File: config.mk
export PLATFORM = sky130hd
export DESIGN_NAME = grid_rectangle_allocator
export DESIGN_NICKNAME = d
export VERILOG_FILES = /design/src/design/gra_pkg.sv /design/src/design/gra_datapath.sv /design/src/design/gra_ctrl.sv /design/src/design/grid_rectangle_allocator.sv
export VERILOG_INCLUDE_DIRS = /design/src /design/src/design
export SDC_FILE = /design/constraint.sdc
export NUM_CORES = 1
export LEC_CHECK = 0
export BUFFER_PORTS_ARGS = -buffer_cell sky130_fd_sc_hd__buf_2
export CORE_ASPECT_RATIO = 1.75
export CORE_UTILIZATION = 50
export CTS_BUF_LIST = sky130_fd_sc_hd__clkbuf_8
export CTS_CLUSTER_DIAMETER = 50
export DETAILED_ROUTE_END_ITERATION = 16
export PLACE_DENSITY = 0.67
export SYNTH_ARGS = -nofsm -noshare
export SYNTH_HDL_FRONTEND = slang
export SYNTH_SLANG_ARGS = --single-unit
File: constraint.sdc
create_clock -name clk_i -period 4.9 [get_ports clk_i]
set_input_delay 0.98 -clock clk_i [delete_from_list [all_inputs] [get_ports clk_i]]
set_output_delay 0.98 -clock clk_i [all_outputs]
set_load 0.005 [all_outputs]
File: src/design/assert_macros.svh
// Assertion macros shared by the allocator RTL.
// Included by modules that carry concurrent checks; no other dependencies.
`ifndef ASSERT_MACROS_SVH
`define ASSERT_MACROS_SVH

`ifndef SYNTHESIS

// Checked on every rising edge of clk_i, quiet while rst_ni is low.
`define ASSERT_RST(name, prop, msg) \
  name: assert property (@(posedge clk_i) disable iff (!rst_ni) (prop)) else $error(msg);

// Checked on every rising edge of clk_i, reset included.
`define ASSERT_ALWAYS(name, prop, msg) \
  name: assert property (@(posedge clk_i) (prop)) else $error(msg);

`else

`define ASSERT_RST(name, prop, msg)
`define ASSERT_ALWAYS(name, prop, msg)

`endif

`endif

File: src/design/gra_pkg.sv
// Shared constants, types and control structs of the grid rectangle allocator.
// No dependencies; used by gra_ctrl, gra_datapath and the top level.
`timescale 1ns / 1ps

package gra_pkg;

  localparam int GRID_ROWS = 4;
  localparam int GRID_COLS = 10;

  localparam int OP_W  = 2;
  localparam int COL_W = 4;
  localparam int ROW_W = 2;
  localparam int WID_W = 4;
  localparam int HGT_W = 3;

  localparam logic [OP_W-1:0] OP_CHECK = 2'd0;
  localparam logic [OP_W-1:0] OP_PLACE = 2'd1;
  localparam logic [OP_W-1:0] OP_FIRST = 2'd2;
  localparam logic [OP_W-1:0] OP_CLEAR = 2'd3;

  typedef logic [COL_W:0]       col_sum_t;
  typedef logic [HGT_W:0]       row_sum_t;
  typedef logic [GRID_COLS-1:0] grid_row_t;

  typedef struct packed {
    logic [HGT_W-1:0] hgt;
    logic [WID_W-1:0] wid;
    logic [ROW_W-1:0] row;
    logic [COL_W-1:0] col;
    logic [OP_W-1:0]  op;
  } gra_req_t;

  typedef struct packed {
    logic start;     // capture a new request
    logic acc;       // OR one occupancy row into the union
    logic next_col;  // move the candidate one column right
    logic next_row;  // move the candidate to the next row, column zero
    logic rewind;    // restart the row counter
    logic mark;      // set the span in one row
    logic clear;     // free the span in one row
    logic finish;    // load the result register
    logic ok;        // success flag for finish
  } gra_cmd_t;

  typedef struct packed {
    logic [OP_W-1:0] op;
    logic size_ok;
    logic hgt_zero;
    logic bounds_ok;
    logic fit;
    logic cnt_last;
    logic col_more;
    logic row_more;
    logic out_busy;
  } gra_status_t;

endpackage

File: src/design/gra_datapath.sv
// Datapath of the allocator: request registers, occupancy rows, union and result register.
// Depends on gra_pkg; driven by gra_ctrl through gra_cmd_t.
`timescale 1ns / 1ps

module gra_datapath
  import gra_pkg::*;
(
  input  logic             clk_i,
  input  logic             rst_ni,
  input  gra_req_t         req_i,
  input  gra_cmd_t         cmd_i,
  output gra_status_t      st_o,
  input  logic             out_ready_i,
  output logic             out_valid_o,
  output logic             out_success_o,
  output logic [COL_W-1:0] out_col_o,
  output logic [ROW_W-1:0] out_row_o
);

  logic [OP_W-1:0]  op_q;
  logic [WID_W-1:0] wid_q;
  logic [HGT_W-1:0] hgt_q;
  logic [COL_W-1:0] base_col_q, base_col_d;
  logic [ROW_W-1:0] base_row_q, base_row_d;
  logic [HGT_W-1:0] cnt_q, cnt_d;
  grid_row_t        union_q, union_d;
  grid_row_t        occ_q [GRID_ROWS];

  logic             out_valid_q;
  logic             out_success_q;
  logic [COL_W-1:0] out_col_q;
  logic [ROW_W-1:0] out_row_q;

  col_sum_t         col_end;
  col_sum_t         col_next_end;
  row_sum_t         row_end;
  row_sum_t         row_next_end;
  row_sum_t         cur_row;
  logic [ROW_W-1:0] cur_idx;
  logic             row_in_grid;
  grid_row_t        span;
  grid_row_t        row_rd;

  assign col_end      = col_sum_t'(base_col_q) + col_sum_t'(wid_q);
  assign col_next_end = col_end + col_sum_t'(1);
  assign row_end      = row_sum_t'(base_row_q) + row_sum_t'(hgt_q);
  assign row_next_end = row_end + row_sum_t'(1);
  assign cur_row      = row_sum_t'(base_row_q) + row_sum_t'(cnt_q);
  assign cur_idx      = cur_row[ROW_W-1:0];
  assign row_in_grid  = cur_row < row_sum_t'(GRID_ROWS);
  assign row_rd       = occ_q[cur_idx];

  // Columns covered by the rectangle; columns past the grid edge simply drop out.
  always_comb begin
    for (int j = 0; j < GRID_COLS; j++) begin
      span[j] = (col_sum_t'(j) >= col_sum_t'(base_col_q)) && (col_sum_t'(j) < col_end);
    end
  end

  always_comb begin
    st_o.op        = op_q;
    st_o.size_ok   = (wid_q != '0) && (hgt_q != '0);
    st_o.hgt_zero  = (hgt_q == '0);
    st_o.bounds_ok = (col_end <= col_sum_t'(GRID_COLS)) && (row_end <= row_sum_t'(GRID_ROWS));
    st_o.fit       = (union_q & span) == '0;
    st_o.cnt_last  = cnt_q == (hgt_q - HGT_W'(1));
    st_o.col_more  = col_next_end <= col_sum_t'(GRID_COLS);
    st_o.row_more  = row_next_end <= row_sum_t'(GRID_ROWS);
    st_o.out_busy  = out_valid_q && !out_ready_i;
  end

  always_comb begin
    base_col_d = base_col_q;
    base_row_d = base_row_q;
    cnt_d      = cnt_q;
    union_d    = union_q;
    if (cmd_i.start) begin
      base_col_d = (req_i.op == OP_FIRST) ? '0 : req_i.col;
      base_row_d = (req_i.op == OP_FIRST) ? '0 : req_i.row;
      cnt_d      = '0;
      union_d    = '0;
    end else if (cmd_i.next_row) begin
      base_col_d = '0;
      base_row_d = base_row_q + ROW_W'(1);
      cnt_d      = '0;
      union_d    = '0;
    end else begin
      if (cmd_i.next_col) begin
        base_col_d = base_col_q + COL_W'(1);
      end
      if (cmd_i.rewind) begin
        cnt_d = '0;
      end else if (cmd_i.acc || cmd_i.mark || cmd_i.clear) begin
        cnt_d = cnt_q + HGT_W'(1);
      end
      if (cmd_i.acc) begin
        union_d = union_q | row_rd;
      end
    end
  end

  always_ff @(posedge clk_i) begin
    if (cmd_i.start) begin
      op_q  <= req_i.op;
      wid_q <= req_i.wid;
      hgt_q <= req_i.hgt;
    end
    base_col_q <= base_col_d;
    base_row_q <= base_row_d;
    cnt_q      <= cnt_d;
    union_q    <= union_d;
  end

  // One occupancy row is written per cycle, at the row the counter points to.
  always_ff @(posedge clk_i or negedge rst_ni) begin
    if (!rst_ni) begin
      for (int r = 0; r < GRID_ROWS; r++) begin
        occ_q[r] <= '0;
      end
    end else if (cmd_i.mark) begin
      occ_q[cur_idx] <= row_rd | span;
    end else if (cmd_i.clear && row_in_grid) begin
      occ_q[cur_idx] <= row_rd & ~span;
    end
  end

  always_ff @(posedge clk_i or negedge rst_ni) begin
    if (!rst_ni) begin
      out_valid_q <= 1'b0;
    end else if (cmd_i.finish) begin
      out_valid_q <= 1'b1;
    end else if (out_ready_i) begin
      out_valid_q <= 1'b0;
    end
  end

  always_ff @(posedge clk_i) begin
    if (cmd_i.finish) begin
      out_success_q <= cmd_i.ok;
      out_col_q     <= cmd_i.ok ? base_col_q : '0;
      out_row_q     <= cmd_i.ok ? base_row_q : '0;
    end
  end

  assign out_valid_o   = out_valid_q;
  assign out_success_o = out_success_q;
  assign out_col_o     = out_col_q;
  assign out_row_o     = out_row_q;

endmodule

File: src/design/gra_ctrl.sv
// Controller state machine of the allocator: sequences accumulate, test, mark and clear.
// Depends on gra_pkg and assert_macros.svh; steers gra_datapath.
`timescale 1ns / 1ps
`include "assert_macros.svh"

module gra_ctrl
  import gra_pkg::*;
(
  input  logic        clk_i,
  input  logic        rst_ni,
  input  logic        req_valid_i,
  output logic        req_ready_o,
  input  gra_status_t st_i,
  output gra_cmd_t    cmd_o
);

  localparam logic [2:0] S_IDLE   = 3'd0;
  localparam logic [2:0] S_DECODE = 3'd1;
  localparam logic [2:0] S_ACC    = 3'd2;
  localparam logic [2:0] S_TEST   = 3'd3;
  localparam logic [2:0] S_MARK   = 3'd4;
  localparam logic [2:0] S_CLEAR  = 3'd5;
  localparam logic [2:0] S_OK     = 3'd6;
  localparam logic [2:0] S_FAIL   = 3'd7;

  logic [2:0] state_q, state_d;

  assign req_ready_o = (state_q == S_IDLE);

  always_comb begin
    state_d = state_q;
    cmd_o   = '0;
    unique case (state_q)
      S_IDLE: begin
        if (req_valid_i) begin
          cmd_o.start = 1'b1;
          state_d     = S_DECODE;
        end
      end
      S_DECODE: begin
        if (st_i.op == OP_CLEAR) begin
          state_d = st_i.hgt_zero ? S_OK : S_CLEAR;
        end else if (st_i.size_ok && st_i.bounds_ok) begin
          state_d = S_ACC;
        end else begin
          state_d = S_FAIL;
        end
      end
      S_ACC: begin
        cmd_o.acc = 1'b1;
        if (st_i.cnt_last) begin
          state_d = S_TEST;
        end
      end
      S_TEST: begin
        if (st_i.fit) begin
          if (st_i.op == OP_CHECK) begin
            state_d = S_OK;
          end else begin
            cmd_o.rewind = 1'b1;
            state_d      = S_MARK;
          end
        end else if (st_i.op == OP_FIRST && st_i.col_more) begin
          cmd_o.next_col = 1'b1;
        end else if (st_i.op == OP_FIRST && st_i.row_more) begin
          cmd_o.next_row = 1'b1;
          state_d        = S_ACC;
        end else begin
          state_d = S_FAIL;
        end
      end
      S_MARK: begin
        cmd_o.mark = 1'b1;
        if (st_i.cnt_last) begin
          state_d = S_OK;
        end
      end
      S_CLEAR: begin
        cmd_o.clear = 1'b1;
        if (st_i.cnt_last) begin
          state_d = S_OK;
        end
      end
      S_OK, S_FAIL: begin
        // Wait until the result register is free, then hand the result over.
        if (!st_i.out_busy) begin
          cmd_o.finish = 1'b1;
          cmd_o.ok     = (state_q == S_OK);
          state_d      = S_IDLE;
        end
      end
      default: begin
        state_d = S_IDLE;
      end
    endcase
  end

  always_ff @(posedge clk_i or negedge rst_ni) begin
    if (!rst_ni) begin
      state_q <= S_IDLE;
    end else begin
      state_q <= state_d;
    end
  end

  `ASSERT_RST(a_finish_free, cmd_o.finish |-> !st_i.out_busy, "result overwritten while stalled")
  `ASSERT_RST(a_scan_in_bounds, (state_q == S_ACC || state_q == S_TEST) |-> st_i.bounds_ok, "candidate outside grid")
  `ASSERT_RST(a_mark_op, state_q == S_MARK |-> (st_i.op == OP_PLACE || st_i.op == OP_FIRST), "mark on wrong op")
  `ASSERT_ALWAYS(a_ready_idle, req_ready_o |-> !cmd_o.mark && !cmd_o.clear && !cmd_o.acc, "busy while ready")

endmodule

File: src/design/grid_rectangle_allocator.sv
// Grid rectangle allocator: an occupancy bitmap of 4 rows by 10 columns (free after reset)
// serving check, place, first-fit place and clear requests, one request at a time. The
// occupancy is read and written one row per cycle, and a candidate position is tested one
// column per cycle against the union of the rows it covers. A finished result waits in an
// output register; the next request is taken meanwhile. Depends on gra_pkg, gra_ctrl and
// gra_datapath.
`timescale 1ns / 1ps

module grid_rectangle_allocator
  import gra_pkg::*;
(
  input  logic        clk_i,
  input  logic        rst_ni,
  input  logic        s_axis_tvalid,
  output logic        s_axis_tready,
  input  logic [15:0] s_axis_tdata,  // col_index[3:0], row_index[5:4], rect_width[9:6],
                                     // rect_height[12:10], zero[15:13]
  input  logic [1:0]  s_axis_tuser,  // operation[1:0]
  output logic        m_axis_tvalid,
  input  logic        m_axis_tready,
  output logic [7:0]  m_axis_tdata,  // placed_col[3:0], placed_row[5:4], zero[7:6]
  output logic        m_axis_tuser   // success
);

  gra_req_t         req;
  gra_cmd_t         cmd;
  gra_status_t      st;
  logic [COL_W-1:0] out_col;
  logic [ROW_W-1:0] out_row;

  assign req.op  = s_axis_tuser;
  assign req.col = s_axis_tdata[3:0];
  assign req.row = s_axis_tdata[5:4];
  assign req.wid = s_axis_tdata[9:6];
  assign req.hgt = s_axis_tdata[12:10];

  gra_ctrl u_ctrl (
    .clk_i       (clk_i),
    .rst_ni      (rst_ni),
    .req_valid_i (s_axis_tvalid),
    .req_ready_o (s_axis_tready),
    .st_i        (st),
    .cmd_o       (cmd)
  );

  gra_datapath u_datapath (
    .clk_i         (clk_i),
    .rst_ni        (rst_ni),
    .req_i         (req),
    .cmd_i         (cmd),
    .st_o          (st),
    .out_ready_i   (m_axis_tready),
    .out_valid_o   (m_axis_tvalid),
    .out_success_o (m_axis_tuser),
    .out_col_o     (out_col),
    .out_row_o     (out_row)
  );

  assign m_axis_tdata = {2'b00, out_row, out_col};

endmodule
After elaboration in Yosys (flattened, before gate mapping):

Cells that the tools add are included.

* $add $sub $neg: 9
* $mul: 0
* divide/modulo/power cells: 0
* order comparisons: 27
* equal/unequal tests: 16
* shift-type cells: 0
* mux-type cells: 44
* bitwise logic cells: 6
* reductions and logical operators: 36

Operators by type and width (number)
* 40-bit bitwise mux: 2
* 40-bit two-way mux: 2
* 10-bit two-way mux: 3
* 3-bit two-way mux: 10
* 10-bit AND: 2
* 10-bit binary-select mux with 2-bit select: 1
* 10-bit demux with 2-bit select: 1
* 3-bit by 5-bit < comparator with 1-bit output, first input constant: 4
* 10-bit OR: 2
* 1-bit logical AND: 18
* 3-bit case mux with 6 select lines: 1
* 3-bit by 4-bit >= comparator with 1-bit output, first input constant: 4
* 2-bit two-way mux: 8
* 4-bit two-way mux: 4
* 3-bit == test, second input constant: 4
* 1-bit two-way mux: 12
* 5-bit by 4-bit less-or-equal comparator with 1-bit output, second input constant: 2
* 10-bit zero test: 1
* 1-bit by 5-bit < comparator with 1-bit output, first input constant: 2
* 2-bit by 5-bit < comparator with 1-bit output, first input constant: 2
* 4-bit by 5-bit < comparator with 1-bit output, first input constant: 2
* 10-bit NOT: 1
* 2-bit by 3-bit adder with 4-bit output: 2
* 4-bit by 1-bit adder with 4-bit output, second input constant: 2
* 30 further kinds: 46

* register bits after elaboration: 79
* latch bits: 0
* bits in writable memories: 0
* bits in read-only memories: 0
* bits of input ports: 22
* output and inout bits: 11
* memories kept: 0

Depth between registers and ports, before layout:

* word-level depth: 11
* mapped depth: 12
* gate-level depth less buffers: 11

Cells and area by module:

Synthesis repeated with hierarchy kept, for this count alone.

* cells, all modules: 438
* area total of the unflattened synthesis: 4516.8 µm²

By module, submodules not included
* gra_datapath: instances 1, cells each 393, area an instance 4127.7 µm²
* gra_ctrl: instances 1, cells each 42, area an instance 370.4 µm²
* grid_rectangle_allocator: instances 1, cells each 3, area an instance 18.8 µm²

Least setup slack after synthesis:

Ideal clock, no wire load.

* path type: reg2reg
* start point: register u_datapath.base_col_q[0]
* end point: register u_datapath.base_col_q[0] (enable)
* arrival: 2.912 ns
* data required time: 4.649 ns
* path slack: 1.736 ns
* cell stages (with the launch flop): 11
* buffers on the path: 0
* cells stage by stage: edfxtp_1 ha_1 fa_1 ha_1 nand2b_1 or4b_1 nor4_1 a2111oi_2 nand3_1 o21ai_4 a31o_2

* word-level cells in the longest chain between the ends: 8
* elaborated cells on any way between the ends: 41
* classes of those cells: 2 x add/sub; 21 x order compare; 4 x mux; 1 x bitwise; 13 x reduce/logical

Ends and longest elaborated chain
* start, declared: line gra_datapath.sv:23 `logic [COL_W-1:0] base_col_q, base_col_d;`
* start signal, assigned: line gra_datapath.sv:108 `base_col_q <= base_col_d;`
* 4-bit by 4-bit adder with 5-bit output: line gra_datapath.sv:44 `assign col_end = col_sum_t'(base_col_q) + col_sum_t'(wid_q);`
* 5-bit by 1-bit adder with 5-bit output, or another cell as far along: line gra_datapath.sv:45 `assign col_next_end = col_end + col_sum_t'(1);`
* 5-bit by 4-bit less-or-equal comparator with 1-bit output / 1-bit logical AND (equally long branches): line gra_datapath.sv:67, gra_datapath.sv:56
* 1-bit logical AND / 10-bit AND (equally long branches): line gra_ctrl.sv:63, gra_datapath.sv:65
* 1-bit two-way mux / 10-bit zero test (equally long branches): line gra_ctrl.sv:63, gra_datapath.sv:65
* 2-bit two-way mux (*): line gra_ctrl.sv:56 `if (st_i.fit) begin`
* 3-bit two-way mux (*): line gra_ctrl.sv:33 `unique case (state_q)`
* 3-bit nonzero test (no line) (*)

Mark *: on every way between the ends. The rest lies on a longest branch, timed or not.
A chain may end at the register's enable or synchronous reset.

Worst setup path after layout:

* start point: register u_datapath.base_col_q[0]
* end point: register u_datapath.base_col_q[3] (enable)

The elaborated chain is that of the path after synthesis.

==> impl_metrics.env <==
export IMPL_area_growth_synth_to_final_pct=9.57
export IMPL_hp_start="u_datapath.union_q[9]"
export IMPL_core_mm2=0.00878
export IMPL_hold_class="flip-flop to flip-flop"
export IMPL_crit_fanout=17
export IMPL_gp_congestion=0.913
export IMPL_ys_types=69
export IMPL_routed_wirelength_um=10300
export IMPL_cts_buffers=9
export IMPL_layout_commonest_cell="mux2_2"
export IMPL_die_w_um=74.3
export IMPL_crit_family="compound AO/OA/AOI/OAI gates"
export IMPL_synth_edf_count=22
export IMPL_final_area_mm2=0.00502
export IMPL_r2r_end="u_datapath.base_col_q[3]"
export IMPL_grt_setup_unrepaired="no"
export IMPL_cts_sinks=79
export IMPL_hold_viol_final=0
export IMPL_crit_chain="ha_1 > fa_1 > inv_1 > ha_1 > nand2b_1 > nand3_1 > a21oi_1 > a2111oi_2 > nand3_1 > o21ai_4 > a31o_2"
export IMPL_first_global_vias=3394
export IMPL_post_cts_resized=0
export IMPL_dr_pass1_iters=4
export IMPL_powerDensity_mw_per_mm2=550
export IMPL_start_kind="flip-flop"
export IMPL_finalSetupTns_ns=0
export IMPL_rrSetupSlack_ns=1.08
export IMPL_skew_ns=0.0132
export IMPL_postSynthCellCount=420
export IMPL_max_clock_freq_mhz=261
export IMPL_gr_total_overflow=0
export IMPL_cts_tree="yes"
export IMPL_critPathLaunch="u_datapath.base_col_q[0]"
export IMPL_ys_seq_elements=79
export IMPL_fin_crit_ns=3.82
export IMPL_grt_antenna_before_repair=0
export IMPL_grt_start_max_net_pins=45
export IMPL_cp_required_ns=4.97
export IMPL_fin_crit_sh_pct=78.0
export IMPL_placed_cell_area_mm2=0.00478
export IMPL_cts_post_setup_buffers_inserted=0
export IMPL_critPathSlowestCell="fa_1"
export IMPL_setup_viol=0
export IMPL_viasPerCell=5.99
export IMPL_power_leakage_nw=2.17
export IMPL_dp_hpwl_um=7700
export IMPL_clock_path_buffers=2
export IMPL_die_area_mm2=0.00956
export IMPL_worst_pin_slew_ns=0.985
export IMPL_timing_rr_start="u_datapath.base_col_q[0]"
export IMPL_slowest_delay_ns=0.68
export IMPL_status="finished clean"
export IMPL_endpoint_kind="flip-flop"
export IMPL_wl_per_cell_um=18.3
export IMPL_nets=483
export IMPL_max_cap_violations=0
export IMPL_crit_end="u_datapath.base_col_q[3]"
export IMPL_layout_drive_gt1_share_pct=26.4
export IMPL_drc=0
export IMPL_syn_avg_cell_area_um2=10.9
export IMPL_ys_warn_count=0
export IMPL_num_antenna_cells=0
export IMPL_synthArstFlopShare_pct=55.7
export IMPL_finalMaxSlewViolations=0
export IMPL_clkSlewWorstSetupHoldPaths_ns=0.08
export IMPL_numPortBuffers=27
export IMPL_ir_worst_vdd_uv=295
export IMPL_cts_root_buf="clkbuf_8"
export IMPL_crit_cells=11
export IMPL_ctsHoldBuffers=0
export IMPL_core_rowCount=45
export IMPL_path_buf_inv=1
export IMPL_crit_type="flip-flop to flip-flop"
export IMPL_dr_total_vias=3380
export IMPL_grt_usage_pct=23.9
export IMPL_yosys_most_used_dff="dfrtp_1"
export IMPL_postLayoutCoreUtil_pct=57.1
export IMPL_drtIter0Drc=244
export IMPL_io_pins=33
export IMPL_layout_cells_most_common_list="48 x mux2_2, 44 x dfrtp_1, 30 x nand2_1"
export IMPL_max_slew_margin_pct=34.1
export IMPL_die_y_um=129
export IMPL_rr_worst_depth=11
export IMPL_worstSkewPairLatency_ns=0.37
export IMPL_netlist_area_mm2=0.00458
export IMPL_arrival_ns=3.90
export IMPL_grt_pass1_wl_um=16900
export IMPL_htree_levels=3
export IMPL_drtAntennaViolNets=0
export IMPL_initial_core_util_pct=52.1
export IMPL_synth_seq_area_share_pct=44.2
[synthesized netlist by cell type, types with 2 or more instances]
cell        n  area share (%)
a21oi_1    29             3.2
xnor2_1     7             1.3
mux2_2     48              12
nor2_1     28             2.3
nor2_2      2            0.27
mux4_2     10             4.9
nand2b_1    6            0.82
o41ai_1     2            0.38
nor3_1     10             1.1
edfxtp_1   22              14
and2_1      4            0.55
buf_2       4            0.44
inv_1      19             1.6
or4_1       2            0.33
o31ai_1     2            0.33
a211oi_1    7             1.1
clkbuf_1    9            0.74
nor4_1      2            0.27
nor2b_1     4            0.55
buf_4       2            0.33
buf_6       2            0.49
a22o_1      2            0.38
and3_1      3            0.41
nor3b_1     2            0.33
dfrtp_1    44              24
fa_1        3             1.3
ha_1       16             4.4
o21ai_0    18             2.0
xor2_1      4            0.77
nand3b_1    2            0.33
mux2i_1     2            0.44
dfxtp_1    13             5.7
nand2_1    30             2.5
nand3_1    15             1.6
a221oi_1    2            0.38
o311ai_0    2            0.38
a2111oi_2   2            0.66
or2_2       3            0.41
a31oi_1     6            0.82
[power by group]
part | switching (mW) | internal (mW)
sequential | 0.146 | 0.873
combinational | 0.659 | 0.511
clock | 0.242 | 0.330
[per-stage QoR]
stage                     hold slack [ns]  instances  total power [mW]  setup slack [ns]
after detailed placement            0.460        548              2.20              1.11
after CTS                           0.480        564              2.78              1.06
after global placement              0.447        548              2.16              1.13
final                               0.475        564              2.76              1.08
after global routing                0.505        564              2.95             0.772
after floorplan                     0.429        421              1.91              1.74
[worst min-delay path by stage]
stage,cells past startpoint,slack [ns],to
finish,2,0.47,u_datapath.union_q[9]
global route,2,0.50,u_datapath.union_q[7]
CTS,2,0.48,u_datapath.union_q[5]
detailed placement,2,0.46,u_datapath.union_q[9]
global placement,2,0.45,u_datapath.union_q[6]
floorplan,2,0.43,u_datapath.union_q[6]
[layer usage]
metal / up-vias / global-route usage (%) / part of all wire [%]
met5: - / 0 / 0
met4: 0 / 13.9 / 4.9
met3: 32 / 4.23 / 3.3
met2: 81 / 41.6 / 53
met1: 1669 / 26.5 / 38
li1: 1598 / - / -
[state kept, by name (all words and copies together) (netlist names)]
signal	flops
u_datapath.union_q	10
u_ctrl.state_q	3
u_datapath.out_valid_o	1
u_datapath.cnt_q	3
u_datapath.base_col_q	4
u_datapath.wid_q	4
u_datapath.out_col_o	4
u_datapath.op_q	2
u_datapath.base_row_q	2
u_datapath.occ_q	40
u_datapath.out_row_o	2
u_datapath.out_success_o	1
u_datapath.hgt_q	3
[logic make-up (layout without fill, tap and decap cells)]
kind of cell / after synthesis / in the layout / synth area share (%)
multiplexers: 60 / 60 / 17.2
AO/OA/AOI/OAI: 92 / 92 / 13.8
flip-flops: 79 / 79 / 44.2
other: 1 / 2 / 0.0819
XOR/XNOR: 11 / 11 / 2.10
buffers and inverters: 37 / 63 / 3.63
adder cells (fa/ha/maj): 19 / 19 / 5.68
AND/OR/NAND/NOR: 121 / 121 / 13.4
[worst register-to-register path, cell delays in order, from the launching register on]
cell and delay [ns]:
edfxtp_1 0.48, ha_1 0.31, fa_1 0.68, inv_1 0.11
ha_1 0.20, nand2b_1 0.17, nand3_1 0.10, a21oi_1 0.07
a2111oi_2 0.44, nand3_1 0.20, o21ai_4 0.51, a31o_2 0.27
[final cells by class]
class	count	area, µm²
tap	117	146
timing repair buffer	28	143
clock buffer	12	165
fill	773	3770
sequential	79	2020
multi-input combinational	305	2390
clock inverter	4	75.1
inverter	19	71.3
(Power assumes the default switching activity.)
